**config.mk**
```make
export PLATFORM = sky130hd
export DESIGN_NAME = ais_position_report_packer_flat
export DESIGN_NICKNAME = d
export VERILOG_FILES = /design/src/rtl/aisprp_pkg.sv /design/src/rtl/aisprp_fix_if.sv /design/src/rtl/aisprp_grp_if.sv /design/src/rtl/ais_position_report_packer.sv /design/src/flat_wrapper.sv
export VERILOG_INCLUDE_DIRS = /design/src /design/src/rtl
export SDC_FILE = /design/constraint.sdc
export NUM_CORES = 2
export LEC_CHECK = 0
export ABC_AREA = 0
export BUFFER_PORTS_ARGS = -buffer_cell sky130_fd_sc_hd__buf_2
export CORE_ASPECT_RATIO = 1.1
export CORE_UTILIZATION = 66
export DETAILED_ROUTE_END_ITERATION = 8
export GPL_TIMING_DRIVEN = 0
export PLACE_DENSITY = 0.86
export SYNTH_ARGS = -nofsm -noshare
export SYNTH_HDL_FRONTEND = slang
export SYNTH_SLANG_ARGS = --single-unit
```
**constraint.sdc**
```tcl
create_clock -name i_clk -period 23.2 [get_ports i_clk]
set_input_delay 4.64 -clock i_clk [delete_from_list [all_inputs] [get_ports i_clk]]
set_output_delay 4.64 -clock i_clk [all_outputs]
set_load 0.01 [all_outputs]
```
**src/rtl/assert_macros.svh**
```systemverilog
// Assertion macros shared by the AIS position report packer RTL.
// Each macro expects i_clk and i_rst_n in the scope where it is used.
`ifndef ASSERT_MACROS_SVH
`define ASSERT_MACROS_SVH

// Consequent must hold in the same cycle as the antecedent.
`define AISPRP_ASSERT_NOW(label, ante, cons, text) \
    label: assert property (@(posedge i_clk) disable iff (!i_rst_n) (ante) |-> (cons)) \
        else $error(text);

// Consequent must hold in the cycle after the antecedent.
`define AISPRP_ASSERT_NEXT(label, ante, cons, text) \
    label: assert property (@(posedge i_clk) disable iff (!i_rst_n) (ante) |=> (cons)) \
        else $error(text);

`endif

```
**src/rtl/aisprp_pkg.sv**
```systemverilog
// Package for the AIS position report packer: field types, message constants,
// reciprocal constants for the fixed divisions and the rate-of-turn threshold table.
// No dependencies.
package aisprp_pkg;

    // Configuration register indexes.
    typedef enum logic [0:0] {
        CFG_STATION_ID,
        CFG_REPORT_TYPE
    } t_cfg_idx;

    localparam int CFG_DATA_W = 30;

    // Input field types.
    typedef logic signed [7:0]  t_status;
    typedef logic signed [15:0] t_turn;
    typedef logic signed [15:0] t_speed;
    typedef logic signed [31:0] t_lon;
    typedef logic signed [30:0] t_lat;
    typedef logic signed [16:0] t_angle;
    typedef logic [16:0]        t_day_sec;

    // Message framing.
    localparam int        MSG_W     = 168;
    localparam int        GRP_W     = 6;
    localparam logic [4:0] LAST_GRP = 5'd27;

    // Message type codes.
    localparam logic [7:0] TYPE_MIN     = 8'd1;
    localparam logic [7:0] TYPE_MAX     = 8'd3;
    localparam logic [5:0] TYPE_DEFAULT = 6'd1;

    // Field limits and values sent without a position fix.
    localparam logic [3:0]  STATUS_MAX  = 4'd15;
    localparam logic [9:0]  SPEED_MAX   = 10'd1022;
    localparam logic [9:0]  SPEED_NOFIX = 10'd1023;
    localparam logic [11:0] COG_MAX     = 12'd3599;
    localparam logic [11:0] COG_NOFIX   = 12'd3600;
    localparam logic [8:0]  HDG_MAX     = 9'd359;
    localparam logic [27:0] LON_NOFIX   = 28'd108600000;
    localparam logic [26:0] LAT_NOFIX   = 27'd54600000;

    // Reciprocals: floor(x / d) == (x * RECIP) >> SHIFT over the operand ranges used.
    localparam logic [16:0] RECIP10        = 17'd104858;
    localparam int          RECIP10_SHIFT  = 20;
    localparam logic [17:0] RECIP100       = 18'd167773;
    localparam int          RECIP100_SHIFT = 24;
    localparam logic [17:0] RECIP60        = 18'd139811;
    localparam int          RECIP60_SHIFT  = 23;
    localparam logic [31:0] RECIP50        = 32'd2748779070;
    localparam int          RECIP50_SHIFT  = 37;

    localparam logic [16:0] SEC_PER_MIN = 17'd60;
    localparam logic [31:0] DIV50       = 32'd50;

    // Rate of turn: count of k in 0..125 with TURN_DEN * mag >= TURN_NUM * (2k+1)^2.
    localparam int      TURN_STEPS = 126;
    localparam longint  TURN_NUM   = 64'd10000000;
    localparam longint  TURN_DEN   = 64'd89605156;

    typedef logic [16:0] t_turn_thr [128];

    // Smallest magnitude that passes each threshold; unused tail entries never pass.
    function automatic t_turn_thr make_turn_thr();
        t_turn_thr thr;
        longint    odd;
        for (int k = 0; k < 128; k++) begin
            odd = longint'(2 * k + 1);
            if (k < TURN_STEPS) begin
                thr[k] = 17'((odd * odd * TURN_NUM + TURN_DEN - 64'd1) / TURN_DEN);
            end else begin
                thr[k] = '1;
            end
        end
        return thr;
    endfunction

    localparam t_turn_thr TURN_THR = make_turn_thr();

    // Binary search over the monotonic threshold table.
    function automatic logic [6:0] turn_mag_code(logic [16:0] mag);
        logic [6:0] cnt;
        logic [6:0] cand;
        cnt = '0;
        for (int b = 6; b >= 0; b--) begin
            cand = cnt | (7'd1 << b);
            if (mag >= TURN_THR[cand - 7'd1]) begin
                cnt = cand;
            end
        end
        return cnt;
    endfunction

    // Rounding term (3r + 25) / 50 for a remainder r below 50.
    function automatic logic [1:0] round_rem50(logic [5:0] rem);
        logic [7:0] t;
        t = 8'(rem) * 8'd3 + 8'd25;
        if (t >= 8'd150) begin
            return 2'd3;
        end else if (t >= 8'd100) begin
            return 2'd2;
        end else if (t >= 8'd50) begin
            return 2'd1;
        end
        return 2'd0;
    endfunction

endpackage

```
**src/rtl/aisprp_fix_if.sv**
```systemverilog
// Input channel of the AIS position report packer: one vessel fix per transfer.
// Depends on aisprp_pkg for the field types.
interface aisprp_fix_if import aisprp_pkg::*; ();
    logic     valid;
    logic     ready;
    logic     has_fix;
    logic     differential;
    t_status  nav_status;
    t_turn    turn_rate;
    t_speed   ground_speed;
    t_lon     longitude;
    t_lat     latitude;
    t_angle   ground_course;
    t_angle   true_heading;
    t_day_sec day_second;

    modport source (
        output valid, has_fix, differential, nav_status, turn_rate, ground_speed,
               longitude, latitude, ground_course, true_heading, day_second,
        input  ready
    );
    modport sink (
        input  valid, has_fix, differential, nav_status, turn_rate, ground_speed,
               longitude, latitude, ground_course, true_heading, day_second,
        output ready
    );
endinterface

```
**src/rtl/aisprp_grp_if.sv**
```systemverilog
// Output channel of the AIS position report packer: one six-bit group per transfer.
// No dependencies.
interface aisprp_grp_if ();
    logic       valid;
    logic       ready;
    logic [5:0] six_bit_group;
    logic       last_group;

    modport source (
        output valid, six_bit_group, last_group,
        input  ready
    );
    modport sink (
        input  valid, six_bit_group, last_group,
        output ready
    );
endinterface

```
**src/rtl/ais_position_report_packer.sv**
```systemverilog
// Channel   Dir  Handshake     Payload
// i_fix     in   valid/ready   has_fix .. day_second, one fix per transfer
// o_grp     out  valid/ready   six_bit_group, last_group, 28 transfers per fix
// i_cfg_*   in   write enable  station_id, report_type
//
// A report leaves as 28 groups, one per cycle while o_grp.ready is high, from the
// output shift register. An input transfer reaches the first group through the
// input, product and message registers in turn.
// A new fix is taken while the current report is still shifting out.
// Synchronous active-low reset empties all stages; stalls on o_grp hold the message stage.
//
// Top level of the AIS position report packer; uses aisprp_pkg, the two channel
// interfaces and assert_macros.svh.
`include "assert_macros.svh"

module ais_position_report_packer import aisprp_pkg::*; (
    input  logic                  i_clk,
    input  logic                  i_rst_n,
    input  logic                  i_cfg_we,
    input  logic [0:0]            i_cfg_idx,
    input  logic [CFG_DATA_W-1:0] i_cfg_data,
    aisprp_fix_if.sink            i_fix,
    aisprp_grp_if.source          o_grp
);

    // Configuration registers.
    logic [29:0] r_station_id;
    logic [7:0]  r_report_type;

    // Stage A: captured fix.
    logic     r_a_vld;
    logic     r_a_fix;
    logic     r_a_diff;
    t_status  r_a_status;
    t_turn    r_a_turn;
    t_speed   r_a_speed;
    t_lon     r_a_lon;
    t_lat     r_a_lat;
    t_angle   r_a_cog;
    t_angle   r_a_hdg;
    t_day_sec r_a_sec;

    // Stage B: quotients from the reciprocal multiplies.
    logic        r_b_vld;
    logic        r_b_fix;
    logic        r_b_diff;
    t_status     r_b_status;
    logic        r_b_turn_neg;
    logic [6:0]  r_b_turn_mag;
    logic [11:0] r_b_spd_q;
    logic [12:0] r_b_cog_q;
    logic [9:0]  r_b_hdg_q;
    t_day_sec    r_b_sec;
    logic [11:0] r_b_sec_q;
    logic        r_b_lon_neg;
    logic [31:0] r_b_lon_mag;
    logic [25:0] r_b_lon_q;
    logic        r_b_lat_neg;
    logic [30:0] r_b_lat_mag;
    logic [24:0] r_b_lat_q;

    // Stage C: message shift register.
    logic             r_c_vld;
    logic [4:0]       r_c_cnt;
    logic [MSG_W-1:0] r_c_msg;

    // Handshake and stage movement.
    logic a_load, b_load, c_load, c_xfer, c_last;

    assign c_xfer = r_c_vld && o_grp.ready;
    assign c_last = (r_c_cnt == LAST_GRP);
    assign c_load = r_b_vld && (!r_c_vld || (c_xfer && c_last));
    assign b_load = r_a_vld && (!r_b_vld || c_load);
    assign i_fix.ready = !r_a_vld || b_load;
    assign a_load = i_fix.valid && i_fix.ready;

    assign o_grp.valid         = r_c_vld;
    assign o_grp.six_bit_group = r_c_msg[MSG_W-1 -: GRP_W];
    assign o_grp.last_group    = c_last;

    // Stage A to B: magnitudes, rounding offsets and reciprocal products.
    logic [16:0] n_b_turn_abs;
    logic [6:0]  n_b_turn_mag;
    logic [15:0] spd_x;
    logic [32:0] spd_prod;
    logic [16:0] cog_x;
    logic [33:0] cog_prod;
    logic [16:0] hdg_x;
    logic [34:0] hdg_prod;
    logic [34:0] sec_prod;
    logic [31:0] n_b_lon_mag;
    logic [63:0] lon_prod;
    logic [30:0] n_b_lat_mag;
    logic [63:0] lat_prod;

    always_comb begin
        n_b_turn_abs = r_a_turn[15] ? 17'(17'sd0 - 17'(r_a_turn)) : 17'(r_a_turn);
        n_b_turn_mag = turn_mag_code(n_b_turn_abs);

        // Negative speed, course and heading all round to zero or below and clamp to zero.
        spd_x    = r_a_speed[15] ? 16'd0 : 16'({1'b0, r_a_speed[14:0]}) + 16'd5;
        spd_prod = 33'(spd_x) * 33'(RECIP10);
        cog_x    = r_a_cog[16] ? 17'd0 : 17'({1'b0, r_a_cog[15:0]}) + 17'd5;
        cog_prod = 34'(cog_x) * 34'(RECIP10);
        hdg_x    = r_a_hdg[16] ? 17'd0 : 17'({1'b0, r_a_hdg[15:0]}) + 17'd50;
        hdg_prod = 35'(hdg_x) * 35'(RECIP100);
        sec_prod = 35'(r_a_sec) * 35'(RECIP60);

        n_b_lon_mag = r_a_lon[31] ? 32'(33'sd0 - 33'(r_a_lon)) : 32'(r_a_lon);
        lon_prod    = 64'(n_b_lon_mag) * 64'(RECIP50);
        n_b_lat_mag = r_a_lat[30] ? 31'(32'sd0 - 32'(r_a_lat)) : 31'(r_a_lat);
        lat_prod    = 64'(n_b_lat_mag) * 64'(RECIP50);
    end

    // Stage B to C: remainders, saturation and message assembly.
    logic [5:0]       lon_rem;
    logic [27:0]      lon_abs;
    logic [27:0]      lon_field;
    logic [5:0]       lat_rem;
    logic [26:0]      lat_abs;
    logic [26:0]      lat_field;
    logic [16:0]      sec_rem;
    logic [5:0]       type_field;
    logic [3:0]       status_field;
    logic [7:0]       turn_field;
    logic [9:0]       speed_field;
    logic [11:0]      cog_field;
    logic [8:0]       hdg_field;
    logic             acc_field;
    logic [MSG_W-1:0] n_c_msg;

    always_comb begin
        // |value| * 3 / 50 rounded = 3q + round(3r / 50), with |value| = 50q + r.
        lon_rem = 6'(r_b_lon_mag - 32'(r_b_lon_q) * DIV50);
        lon_abs = 28'(r_b_lon_q) * 28'd3 + 28'(round_rem50(lon_rem));
        lat_rem = 6'(32'(r_b_lat_mag) - 32'(r_b_lat_q) * DIV50);
        lat_abs = 27'(r_b_lat_q) * 27'd3 + 27'(round_rem50(lat_rem));

        if (!r_b_fix) begin
            lon_field = LON_NOFIX;
            lat_field = LAT_NOFIX;
        end else begin
            lon_field = r_b_lon_neg ? 28'(28'd0 - lon_abs) : lon_abs;
            lat_field = r_b_lat_neg ? 27'(27'd0 - lat_abs) : lat_abs;
        end

        sec_rem = r_b_sec - 17'(r_b_sec_q) * SEC_PER_MIN;

        if (r_report_type >= TYPE_MIN && r_report_type <= TYPE_MAX) begin
            type_field = r_report_type[5:0];
        end else begin
            type_field = TYPE_DEFAULT;
        end

        if (r_b_status[7]) begin
            status_field = 4'd0;
        end else if (r_b_status > $signed({4'd0, STATUS_MAX})) begin
            status_field = STATUS_MAX;
        end else begin
            status_field = r_b_status[3:0];
        end

        turn_field = r_b_turn_neg ? 8'(8'd0 - {1'b0, r_b_turn_mag}) : {1'b0, r_b_turn_mag};

        if (!r_b_fix) begin
            speed_field = SPEED_NOFIX;
        end else if (r_b_spd_q > 12'(SPEED_MAX)) begin
            speed_field = SPEED_MAX;
        end else begin
            speed_field = r_b_spd_q[9:0];
        end

        if (!r_b_fix) begin
            cog_field = COG_NOFIX;
        end else if (r_b_cog_q > 13'(COG_MAX)) begin
            cog_field = COG_MAX;
        end else begin
            cog_field = r_b_cog_q[11:0];
        end

        hdg_field = (r_b_hdg_q > 10'(HDG_MAX)) ? HDG_MAX : r_b_hdg_q[8:0];
        acc_field = r_b_fix && r_b_diff;

        // Repeat indicator, manoeuvre, spare, RAIM and radio status are sent as zero.
        n_c_msg = {type_field, 2'b00, r_station_id, status_field, turn_field,
                   speed_field, acc_field, lon_field, lat_field, cog_field,
                   hdg_field, sec_rem[5:0], 2'b00, 3'b000, 1'b0, 19'd0};
    end

    // Control state.
    always_ff @(posedge i_clk) begin
        if (!i_rst_n) begin
            r_station_id  <= '0;
            r_report_type <= 8'd1;
            r_a_vld       <= 1'b0;
            r_b_vld       <= 1'b0;
            r_c_vld       <= 1'b0;
            r_c_cnt       <= '0;
        end else begin
            if (i_cfg_we) begin
                unique case (t_cfg_idx'(i_cfg_idx))
                    CFG_STATION_ID:  r_station_id  <= i_cfg_data[29:0];
                    CFG_REPORT_TYPE: r_report_type <= i_cfg_data[7:0];
                endcase
            end
            r_a_vld <= a_load || (r_a_vld && !b_load);
            r_b_vld <= b_load || (r_b_vld && !c_load);
            r_c_vld <= c_load || (r_c_vld && !(c_xfer && c_last));
            if (c_load) begin
                r_c_cnt <= '0;
            end else if (c_xfer) begin
                r_c_cnt <= r_c_cnt + 5'd1;
            end
        end
    end

    // Payload registers.
    always_ff @(posedge i_clk) begin
        if (a_load) begin
            r_a_fix    <= i_fix.has_fix;
            r_a_diff   <= i_fix.differential;
            r_a_status <= i_fix.nav_status;
            r_a_turn   <= i_fix.turn_rate;
            r_a_speed  <= i_fix.ground_speed;
            r_a_lon    <= i_fix.longitude;
            r_a_lat    <= i_fix.latitude;
            r_a_cog    <= i_fix.ground_course;
            r_a_hdg    <= i_fix.true_heading;
            r_a_sec    <= i_fix.day_second;
        end
        if (b_load) begin
            r_b_fix      <= r_a_fix;
            r_b_diff     <= r_a_diff;
            r_b_status   <= r_a_status;
            r_b_turn_neg <= r_a_turn[15];
            r_b_turn_mag <= n_b_turn_mag;
            r_b_spd_q    <= 12'(spd_prod >> RECIP10_SHIFT);
            r_b_cog_q    <= 13'(cog_prod >> RECIP10_SHIFT);
            r_b_hdg_q    <= 10'(hdg_prod >> RECIP100_SHIFT);
            r_b_sec      <= r_a_sec;
            r_b_sec_q    <= 12'(sec_prod >> RECIP60_SHIFT);
            r_b_lon_neg  <= r_a_lon[31];
            r_b_lon_mag  <= n_b_lon_mag;
            r_b_lon_q    <= 26'(lon_prod >> RECIP50_SHIFT);
            r_b_lat_neg  <= r_a_lat[30];
            r_b_lat_mag  <= n_b_lat_mag;
            r_b_lat_q    <= 25'(lat_prod >> RECIP50_SHIFT);
        end
        if (c_load) begin
            r_c_msg <= n_c_msg;
        end else if (c_xfer) begin
            r_c_msg <= r_c_msg << GRP_W;
        end
    end

    `AISPRP_ASSERT_NEXT(a_grp_count_step, c_xfer && !c_last, r_c_vld && (r_c_cnt == $past(r_c_cnt) + 5'd1), "group counter did not advance on a transfer")
    `AISPRP_ASSERT_NEXT(a_report_kept, r_c_vld && !(c_xfer && c_last), r_c_vld, "report dropped before its last group")
    `AISPRP_ASSERT_NOW(a_grp_count_range, r_c_vld, r_c_cnt <= LAST_GRP, "group counter beyond last group")
    `AISPRP_ASSERT_NEXT(a_fix_kept, r_a_vld && !b_load, r_a_vld, "captured fix lost while stalled")

endmodule
```
**src/flat_wrapper.sv**
```systemverilog
// flat-port wrapper written by rule: the top's interface ports become plain ports
module ais_position_report_packer_flat import aisprp_pkg::*;
  (i_clk, i_rst_n, i_cfg_we, i_cfg_idx, i_cfg_data, i_fix_valid, i_fix_has_fix, i_fix_differential, i_fix_nav_status, i_fix_turn_rate, i_fix_ground_speed, i_fix_longitude, i_fix_latitude, i_fix_ground_course, i_fix_true_heading, i_fix_day_second, i_fix_ready, o_grp_valid, o_grp_six_bit_group, o_grp_last_group, o_grp_ready);
  aisprp_fix_if i_fix_i ();
  aisprp_grp_if o_grp_i ();
  input  logic i_clk;
  input  logic i_rst_n;
  input  logic i_cfg_we;
  input  logic [0:0] i_cfg_idx;
  input  logic [CFG_DATA_W-1:0] i_cfg_data;
  input wire logic [$bits(i_fix_i.valid)-1:0] i_fix_valid;
  input wire logic [$bits(i_fix_i.has_fix)-1:0] i_fix_has_fix;
  input wire logic [$bits(i_fix_i.differential)-1:0] i_fix_differential;
  input wire logic [$bits(i_fix_i.nav_status)-1:0] i_fix_nav_status;
  input wire logic [$bits(i_fix_i.turn_rate)-1:0] i_fix_turn_rate;
  input wire logic [$bits(i_fix_i.ground_speed)-1:0] i_fix_ground_speed;
  input wire logic [$bits(i_fix_i.longitude)-1:0] i_fix_longitude;
  input wire logic [$bits(i_fix_i.latitude)-1:0] i_fix_latitude;
  input wire logic [$bits(i_fix_i.ground_course)-1:0] i_fix_ground_course;
  input wire logic [$bits(i_fix_i.true_heading)-1:0] i_fix_true_heading;
  input wire logic [$bits(i_fix_i.day_second)-1:0] i_fix_day_second;
  output wire logic [$bits(i_fix_i.ready)-1:0] i_fix_ready;
  output wire logic [$bits(o_grp_i.valid)-1:0] o_grp_valid;
  output wire logic [$bits(o_grp_i.six_bit_group)-1:0] o_grp_six_bit_group;
  output wire logic [$bits(o_grp_i.last_group)-1:0] o_grp_last_group;
  input wire logic [$bits(o_grp_i.ready)-1:0] o_grp_ready;
  assign i_fix_i.valid = i_fix_valid;
  assign i_fix_i.has_fix = i_fix_has_fix;
  assign i_fix_i.differential = i_fix_differential;
  assign i_fix_i.nav_status = i_fix_nav_status;
  assign i_fix_i.turn_rate = i_fix_turn_rate;
  assign i_fix_i.ground_speed = i_fix_ground_speed;
  assign i_fix_i.longitude = i_fix_longitude;
  assign i_fix_i.latitude = i_fix_latitude;
  assign i_fix_i.ground_course = i_fix_ground_course;
  assign i_fix_i.true_heading = i_fix_true_heading;
  assign i_fix_i.day_second = i_fix_day_second;
  assign i_fix_ready = i_fix_i.ready;
  assign o_grp_valid = o_grp_i.valid;
  assign o_grp_six_bit_group = o_grp_i.six_bit_group;
  assign o_grp_last_group = o_grp_i.last_group;
  assign o_grp_i.ready = o_grp_ready;
  ais_position_report_packer u_core (.i_clk(i_clk), .i_rst_n(i_rst_n), .i_cfg_we(i_cfg_we), .i_cfg_idx(i_cfg_idx), .i_cfg_data(i_cfg_data), .i_fix(i_fix_i), .o_grp(o_grp_i));
endmodule
```
* Yosys cells after proc, flatten, opt, wreduce, memory -nomap -nowiden *
Memory sizes are Yosys's and may differ from the RTL's.
Index checks and enable logic that the tools add are counted.

operators by class
  bitwise gates (word level) = 8
  reduce and logical (&&, ||, !) cells = 26
  add/subtract/negate cells = 23
  equal/unequal tests = 1
  multipliers = 13
  order comparisons = 25
  mux-type cells = 53

operator list
  cell                                                                    number
  168-bit two-way mux                                                     2
  17-bit two-way mux                                                      15
  17-bit >= comparator                                                    6
  8-bit >= comparator (second input constant)                             8
  32-bit by 31-bit multiplier with 62-bit output (second input constant)  1
  31-bit by 31-bit multiplier with 61-bit output (second input constant)  1
  28-bit two-way mux                                                      2
  27-bit two-way mux                                                      2
  7-bit NOT with 8-bit output                                             6
  7-bit by 1-bit subtractor with 7-bit output (second input constant)     6
  17-bit by 18-bit multiplier with 35-bit output (second input constant)  1
  17-bit by 18-bit multiplier with 34-bit output (second input constant)  1
  17-bit by 16-bit multiplier with 32-bit output (second input constant)  1
  32-bit two-way mux                                                      1
  1-bit by 32-bit subtractor with 32-bit output (first input constant)    1
  16-bit by 16-bit multiplier with 31-bit output (second input constant)  1
  31-bit two-way mux                                                      1
  1-bit by 31-bit subtractor with 31-bit output (first input constant)    1
  28-bit by 2-bit adder with 28-bit output                                1
  26-bit by 2-bit multiplier with 28-bit output (second input constant)   1
  1-bit by 28-bit subtractor with 28-bit output (first input constant)    1
  27-bit by 2-bit adder with 27-bit output                                1
  25-bit by 2-bit multiplier with 27-bit output (second input constant)   1
  1-bit by 27-bit subtractor with 27-bit output (first input constant)    1
  other kinds (41)                                                        86

storage, ports and cells
  bits of input ports = 192
  register bits after elaboration = 481
  memories = 6
  output and inout port bits = 9
  ROM bits = 13056

memories
  name             depth  bits a word  read ports  clocked after Yosys merged registers in  wr ports  RTL line          source
  (no name shown)  128    17           1           0                                        0         aisprp_pkg.sv:87  if (mag >= TURN_THR[cand - 7'd1]) begin
  (no name shown)  128    17           1           0                                        0         aisprp_pkg.sv:87
  (no name shown)  128    17           1           0                                        0         aisprp_pkg.sv:87
  (no name shown)  128    17           1           0                                        0         aisprp_pkg.sv:87
  (no name shown)  128    17           1           0                                        0         aisprp_pkg.sv:87
  (no name shown)  128    17           1           0                                        0         aisprp_pkg.sv:87

* Longest topological paths before layout *
  depth after elaboration = 45
  mapped depth = 88
  depth with buffers taken out = 79

* Worst setup path after synthesis *
OpenSTA, ideal clock, no wires.

  kind = reg2reg
  from = register u_core.r_a_turn[1]
  to = register u_core.r_b_turn_mag[0] (data pin)
  cell stages (with the launch flop) = 82
  data arrival time = 16.568 ns
  slack = 6.370 ns
  buffers on the path = 11
  period minus slack after synthesis = 16.830 ns
  required time = 22.938 ns
  library setup time = 0.262 ns
  path through = edfxtp_1 -> or4_1 -> clkbuf_1 -> or4_1 -> o41ai_2 -> xnor2_1 -> or3_1 -> clkbuf_1 -> clkbuf_1 -> buf_1 -> ha_1 -> a21boi_0 -> o311a_1 -> o211a_1 -> o2111ai_1 -> nand4_1 -> clkbuf_1 -> clkbuf_1 -> [... 46 more ...] -> inv_1 -> ha_1 -> inv_1 -> nor2_1 -> mux2_2 -> o22ai_1 -> a22oi_1 -> ha_1 -> nor2b_1 -> o21ai_0 -> nand2b_1 -> a21oi_1 -> o21ai_0 -> a21o_1 -> a211oi_1 -> o31a_1 -> maj3_1 -> o21ai_0

on the way
  cells in the longest elaborated chain, start to end = 45

RTL lines
  item                                                       RTL line                           source
  from (decl)                                                ais_position_report_packer.sv:35   t_turn r_a_turn;
  from (signal assigned)                                     ais_position_report_packer.sv:223  r_a_turn <= i_fix.turn_rate;
  1-bit by 16-bit subtractor with 17-bit output              ais_position_report_packer.sv:97   n_b_turn_abs = r_a_turn[15] ? 17'(17'sd0 - 17'(r_a_turn)) : 17'(r_a_turn);
  17-bit two-way mux (*)                                     ais_position_report_packer.sv:97
  17-bit by 11-bit >= comparator with 1-bit output (*)       aisprp_pkg.sv:87
  7-bit two-way mux (*)                                      aisprp_pkg.sv:87
  net u_core.n_b_turn_mag[6]                                 ais_position_report_packer.sv:83   logic [6:0] n_b_turn_mag;
  7-bit by 1-bit subtractor with 7-bit output (*)            aisprp_pkg.sv:87
  7-bit NOT with 8-bit output (implied by the code) (*)      aisprp_pkg.sv:87
  memory read 128 x 17 bit (*)                               -
  [... 4 more ...]                                           -
  net u_core.n_b_turn_mag[5]                                 ais_position_report_packer.sv:83
  [... 21 more ...]                                          -
  net u_core.n_b_turn_mag[2]                                 ais_position_report_packer.sv:83
  [... 5 more ...]                                           -
  17-bit >= comparator (*)                                   aisprp_pkg.sv:87
  2-bit two-way mux (*)                                      aisprp_pkg.sv:87
  net u_core.n_b_turn_mag[1]                                 ais_position_report_packer.sv:83
  7-bit by 1-bit subtractor with 7-bit output (*)            aisprp_pkg.sv:87
  7-bit NOT with 8-bit output (implied by the code) (*)      aisprp_pkg.sv:87
  memory read 128 x 17 bit (*)                               -
  17-bit two-way mux (implied by the code) (*) (2 in a row)  aisprp_pkg.sv:87
  17-bit >= comparator (*)                                   aisprp_pkg.sv:87
  to (signal assigned)                                       ais_position_report_packer.sv:236  r_b_turn_mag <= n_b_turn_mag;
  to (decl)                                                  ais_position_report_packer.sv:49   logic [6:0] r_b_turn_mag;

The timed path passes the listed nets; every way through them passes the cells marked *. The select of a mux whose other input is x is not followed.
A chain may end at the register's enable or synchronous reset.

* Worst setup path in the final report *
Same ends and word-level chain as after synthesis.

==> reports/qor.yml <==
synth:
  synth_ff_type: "edfxtp_1"
  yosys_register_bits: 473
  synthCells: 7389
  synthesis.nets: 10174
  synth-async-reset-ratio: 0
  seq_area_frac_synth: 0.179
  yosys_warnings: 0
  syn_area_um2: 76600
  synth_edf_count: 425
  synth_area_per_cell_um2: 10.4
  ys_types: 93
place:
  place_inst: 9125
  dpl_cell_area_um2: 79900
  dpl.hpwl_um: 166000
  gp_congestion: 1.00
  portBuffers: 200
timing:
  slew_headroom: 0.000521
  skew_ns: 0.0432
  rsz0062_at_grt: "no"
  drv_slew: 0
  hold_viol_final: 0
  fin_crit_sh: 0.950
  finalSetupViolCount: 0
  worstMarginPinSlew_ns: 1.49
  fmax_mhz: 45.4
  fin_crit_ns: 22.04
routing:
  wl_per_cell_um: 21.3
  vias_per_cell: 5.98
  totalWireLength_um: 197000
  vias: 55228
  ant_nets: 0
  route.detailed.drc: 0
  drt_pass1_iterations: 6
  drtIter0Drc: 4127
global_route:
  busiest_layer: "met2"
  grt_first_pass_wirelength_um: 315000
  use_met2: 0.596
  use_met3: 0.0563
  antenna_found_initial: 3
  grt_max_degree: 34
  grt.total_usage: 0.344
  grt_pass1_vias: 59956
  met1_usage: 0.415
  gr-total-overflow: 0
worst_setup_path:
  worst-endpoint-required_ns: 23.58
  arrival_ns: 22.42
  max_stage_delay_ns: 0.56
  worst-path-max-fanout: 17
  crit_family: "compound AO/OA/AOI/OAI gates"
  startpoint_type: "flip-flop"
  rr_worst_depth: 80
  worst-setup-path-type: "reg2reg"
  cp_common_cell: "ha_1"
  path_buf_inv: 16
  cp_num_cells: 80
  end_kind: "flip-flop"
  worst_path_max_delay_cell: "o211ai_1"
die:
  die_h_um: 359
  core_area_um2: 115000
  die_w_um: 327
  ios: 201
  initial_utilization: 0.668
  rows: 130
  die_area_um2: 117000
cts:
  clk_path_buf_depth: 3
  clock-sinks: 473
  clkLatencyLatePin_ns: 0.71
  h-tree-depth: 2
  cts_tree: "built"
  cts_made_buffers: 55
  postCtsSetupRepairBufs: 0
  clock-root-buffer: "clkbuf_16"
  clk_pin_slew_ns: 0.06
min_path:
  hold_path_class: "reg2reg"
  worstHoldPathCells: 0
cells_and_area:
  final_area_um2: 81900
  synthToLayoutAreaGrowth_pct: 6.92
  drive_above_1_share: 0.0549
  fin_cells: 9231
  fillers: 8017
  finalNetCount: 10449
outcome:
  violations: "capacitance limit"
  status: "complete, but fails checks"
flow_run:
  maxCapViolations: 1
[path summary, 6_finish.rpt]
kind	slack, ns	start	to
max	1.16	u_core.r_a_turn[1]$_DFFE_PP_	u_core.r_b_turn_mag[0]$_SDFFCE_PP1P_
min	0.42	u_core.r_a_diff$_DFFE_PP_	u_core.r_b_diff$_DFFE_PP_
max reg2reg	1.16	u_core.r_a_turn[1]$_DFFE_PP_	u_core.r_b_turn_mag[0]$_SDFFCE_PP1P_
min reg2reg	0.42	u_core.r_a_diff$_DFFE_PP_	u_core.r_b_diff$_DFFE_PP_
[final cells by class]
class	count	area (um2)	share of cell area
clock inverter	38	390	0.00477
timing repair buffer	218	1370	0.0167
tap	1518	1900	0.0232
clock buffer	66	1500	0.0183
multi-input combinational	5165	56400	0.689
buffer	138	554	0.00677
inverter	1613	6060	0.0740
antenna	2	5.00	0.0000611
sequential	473	13700	0.168
[worst register-to-register path, delay by kind of cell (launching register included)]
family | cells | cell delay [ns]
xor+xnor | 1 | 0.43
simple gates | 15 | 3.89
compound gates | 35 | 7.46
mux | 2 | 0.41
flops | 1 | 0.43
fa+ha+maj | 11 | 3.61
buf+inv | 16 | 5.55
[stage by stage]
| step | utilization | setup TNS [ns] | setup WS (ns) | hold slack (ns) |
|---|---|---|---|---|
| 6_report | 0.714 | 0 | 1.16 | 0.418 |
| 5_1_grt | 0.714 | 0 | 0.0746 | 0.431 |
| 4_1_cts | 0.713 | 0 | 0.0500 | 0.418 |
| 3_5_place_dp | 0.697 | -0.236 | -0.236 | 0.405 |
| 3_3_place_gp | 0.693 | -0.297 | -0.297 | 0.404 |
| 2_1_floorplan | - | 0 | 6.37 | 0.400 |
[state kept, by name (all words and copies together) (netlist names), 17 cells and up]
| signal | cells |
|---|---|
| u_core.r_c_msg | 143 |
| u_core.r_a_lon | 32 |
| u_core.r_a_lat | 31 |
| u_core.r_station_id | 30 |
| u_core.r_b_lon_q | 26 |
| u_core.r_b_lat_q | 25 |
| u_core.r_a_cog | 17 |
| u_core.r_a_hdg | 17 |
| u_core.r_a_sec | 17 |
[synth_stat cells (12+ instances only)]
cell          n  area share
inv_1      1609       0.079
ha_1       1509        0.25
fa_1       1084        0.28
edfxtp_1    425        0.17
nand2_1     425       0.021
a21oi_1     274       0.018
o21ai_0     219       0.014
nor2_1      211       0.010
xnor2_1     200       0.023
nand3_1     134      0.0088
xor2_1      134       0.015
clkbuf_1    117      0.0057
a21o_1      109       0.011
nor3_1       57      0.0037
nand4_1      50      0.0041
a21boi_0     48      0.0047
dfxtp_1      48       0.013
o31ai_1      45      0.0044
or3_1        41      0.0033
o211ai_1     40      0.0039
or2_2        38      0.0031
nand2b_1     35      0.0029
o21a_1       35      0.0034
a31oi_1      33      0.0027
and2_1       31      0.0025
a211oi_1     30      0.0029
nor2b_1      30      0.0025
and3_1       29      0.0024
nor4_1       19      0.0016
o21bai_1     19      0.0019
a311oi_1     17      0.0019
a31o_2       16      0.0018
o31a_1       14      0.0016
o41ai_1      14      0.0016
a221oi_1     13      0.0015
mux2i_1      13      0.0017
a2111oi_0    12      0.0014
and4_1       12      0.0014
o2111ai_1    12      0.0014
[cell families (layout without fill, tap and decap cells)]
kind of cell | after synthesis | in the layout | share of synthesized area
simple gates | 1167 | 1167 | 0.0737
flops | 473 | 473 | 0.179
other cells | 1 | 3 | 0.0000490
compound gates | 1052 | 1052 | 0.0901
buf+inv | 1751 | 2073 | 0.0862
mux | 17 | 17 | 0.00229
xor+xnor | 334 | 334 | 0.0382
fa+ha+maj | 2594 | 2594 | 0.530
[layer usage]
layer  vias to the layer above  wire (um)
met4                         0      11000
met1                     27305      73900
li1                      25117          -
met5                         -          0
met2                      2188      97900
met3                       618      14200
[what timing repair did]
item / in CTS / in global routing
endpoints found under the setup margin: 1 / 1
hold buffers: 0 / 0
resized for setup: 1 / 18
[layout by cell type, fill, tap and decap left out, types with 41 or more instances in the layout]
cell type  count
inv_1       1608
ha_1        1509
fa_1        1084
edfxtp_1     425
nand2_1      424
a21oi_1      274
o21ai_0      216
nor2_1       211
buf_2        204
xnor2_1      190
nand3_1      134
xor2_1       134
clkbuf_1     119
a21o_1       109
clkbuf_16     58
nor3_1        57
nand4_1       50
dfxtp_1       48
a21boi_0      47
o31ai_1       45
or3_1         41
Power is left out: the tool's default activity adds up to more than one toggle a clock period on the data nets, which glitch-free logic cannot reach.
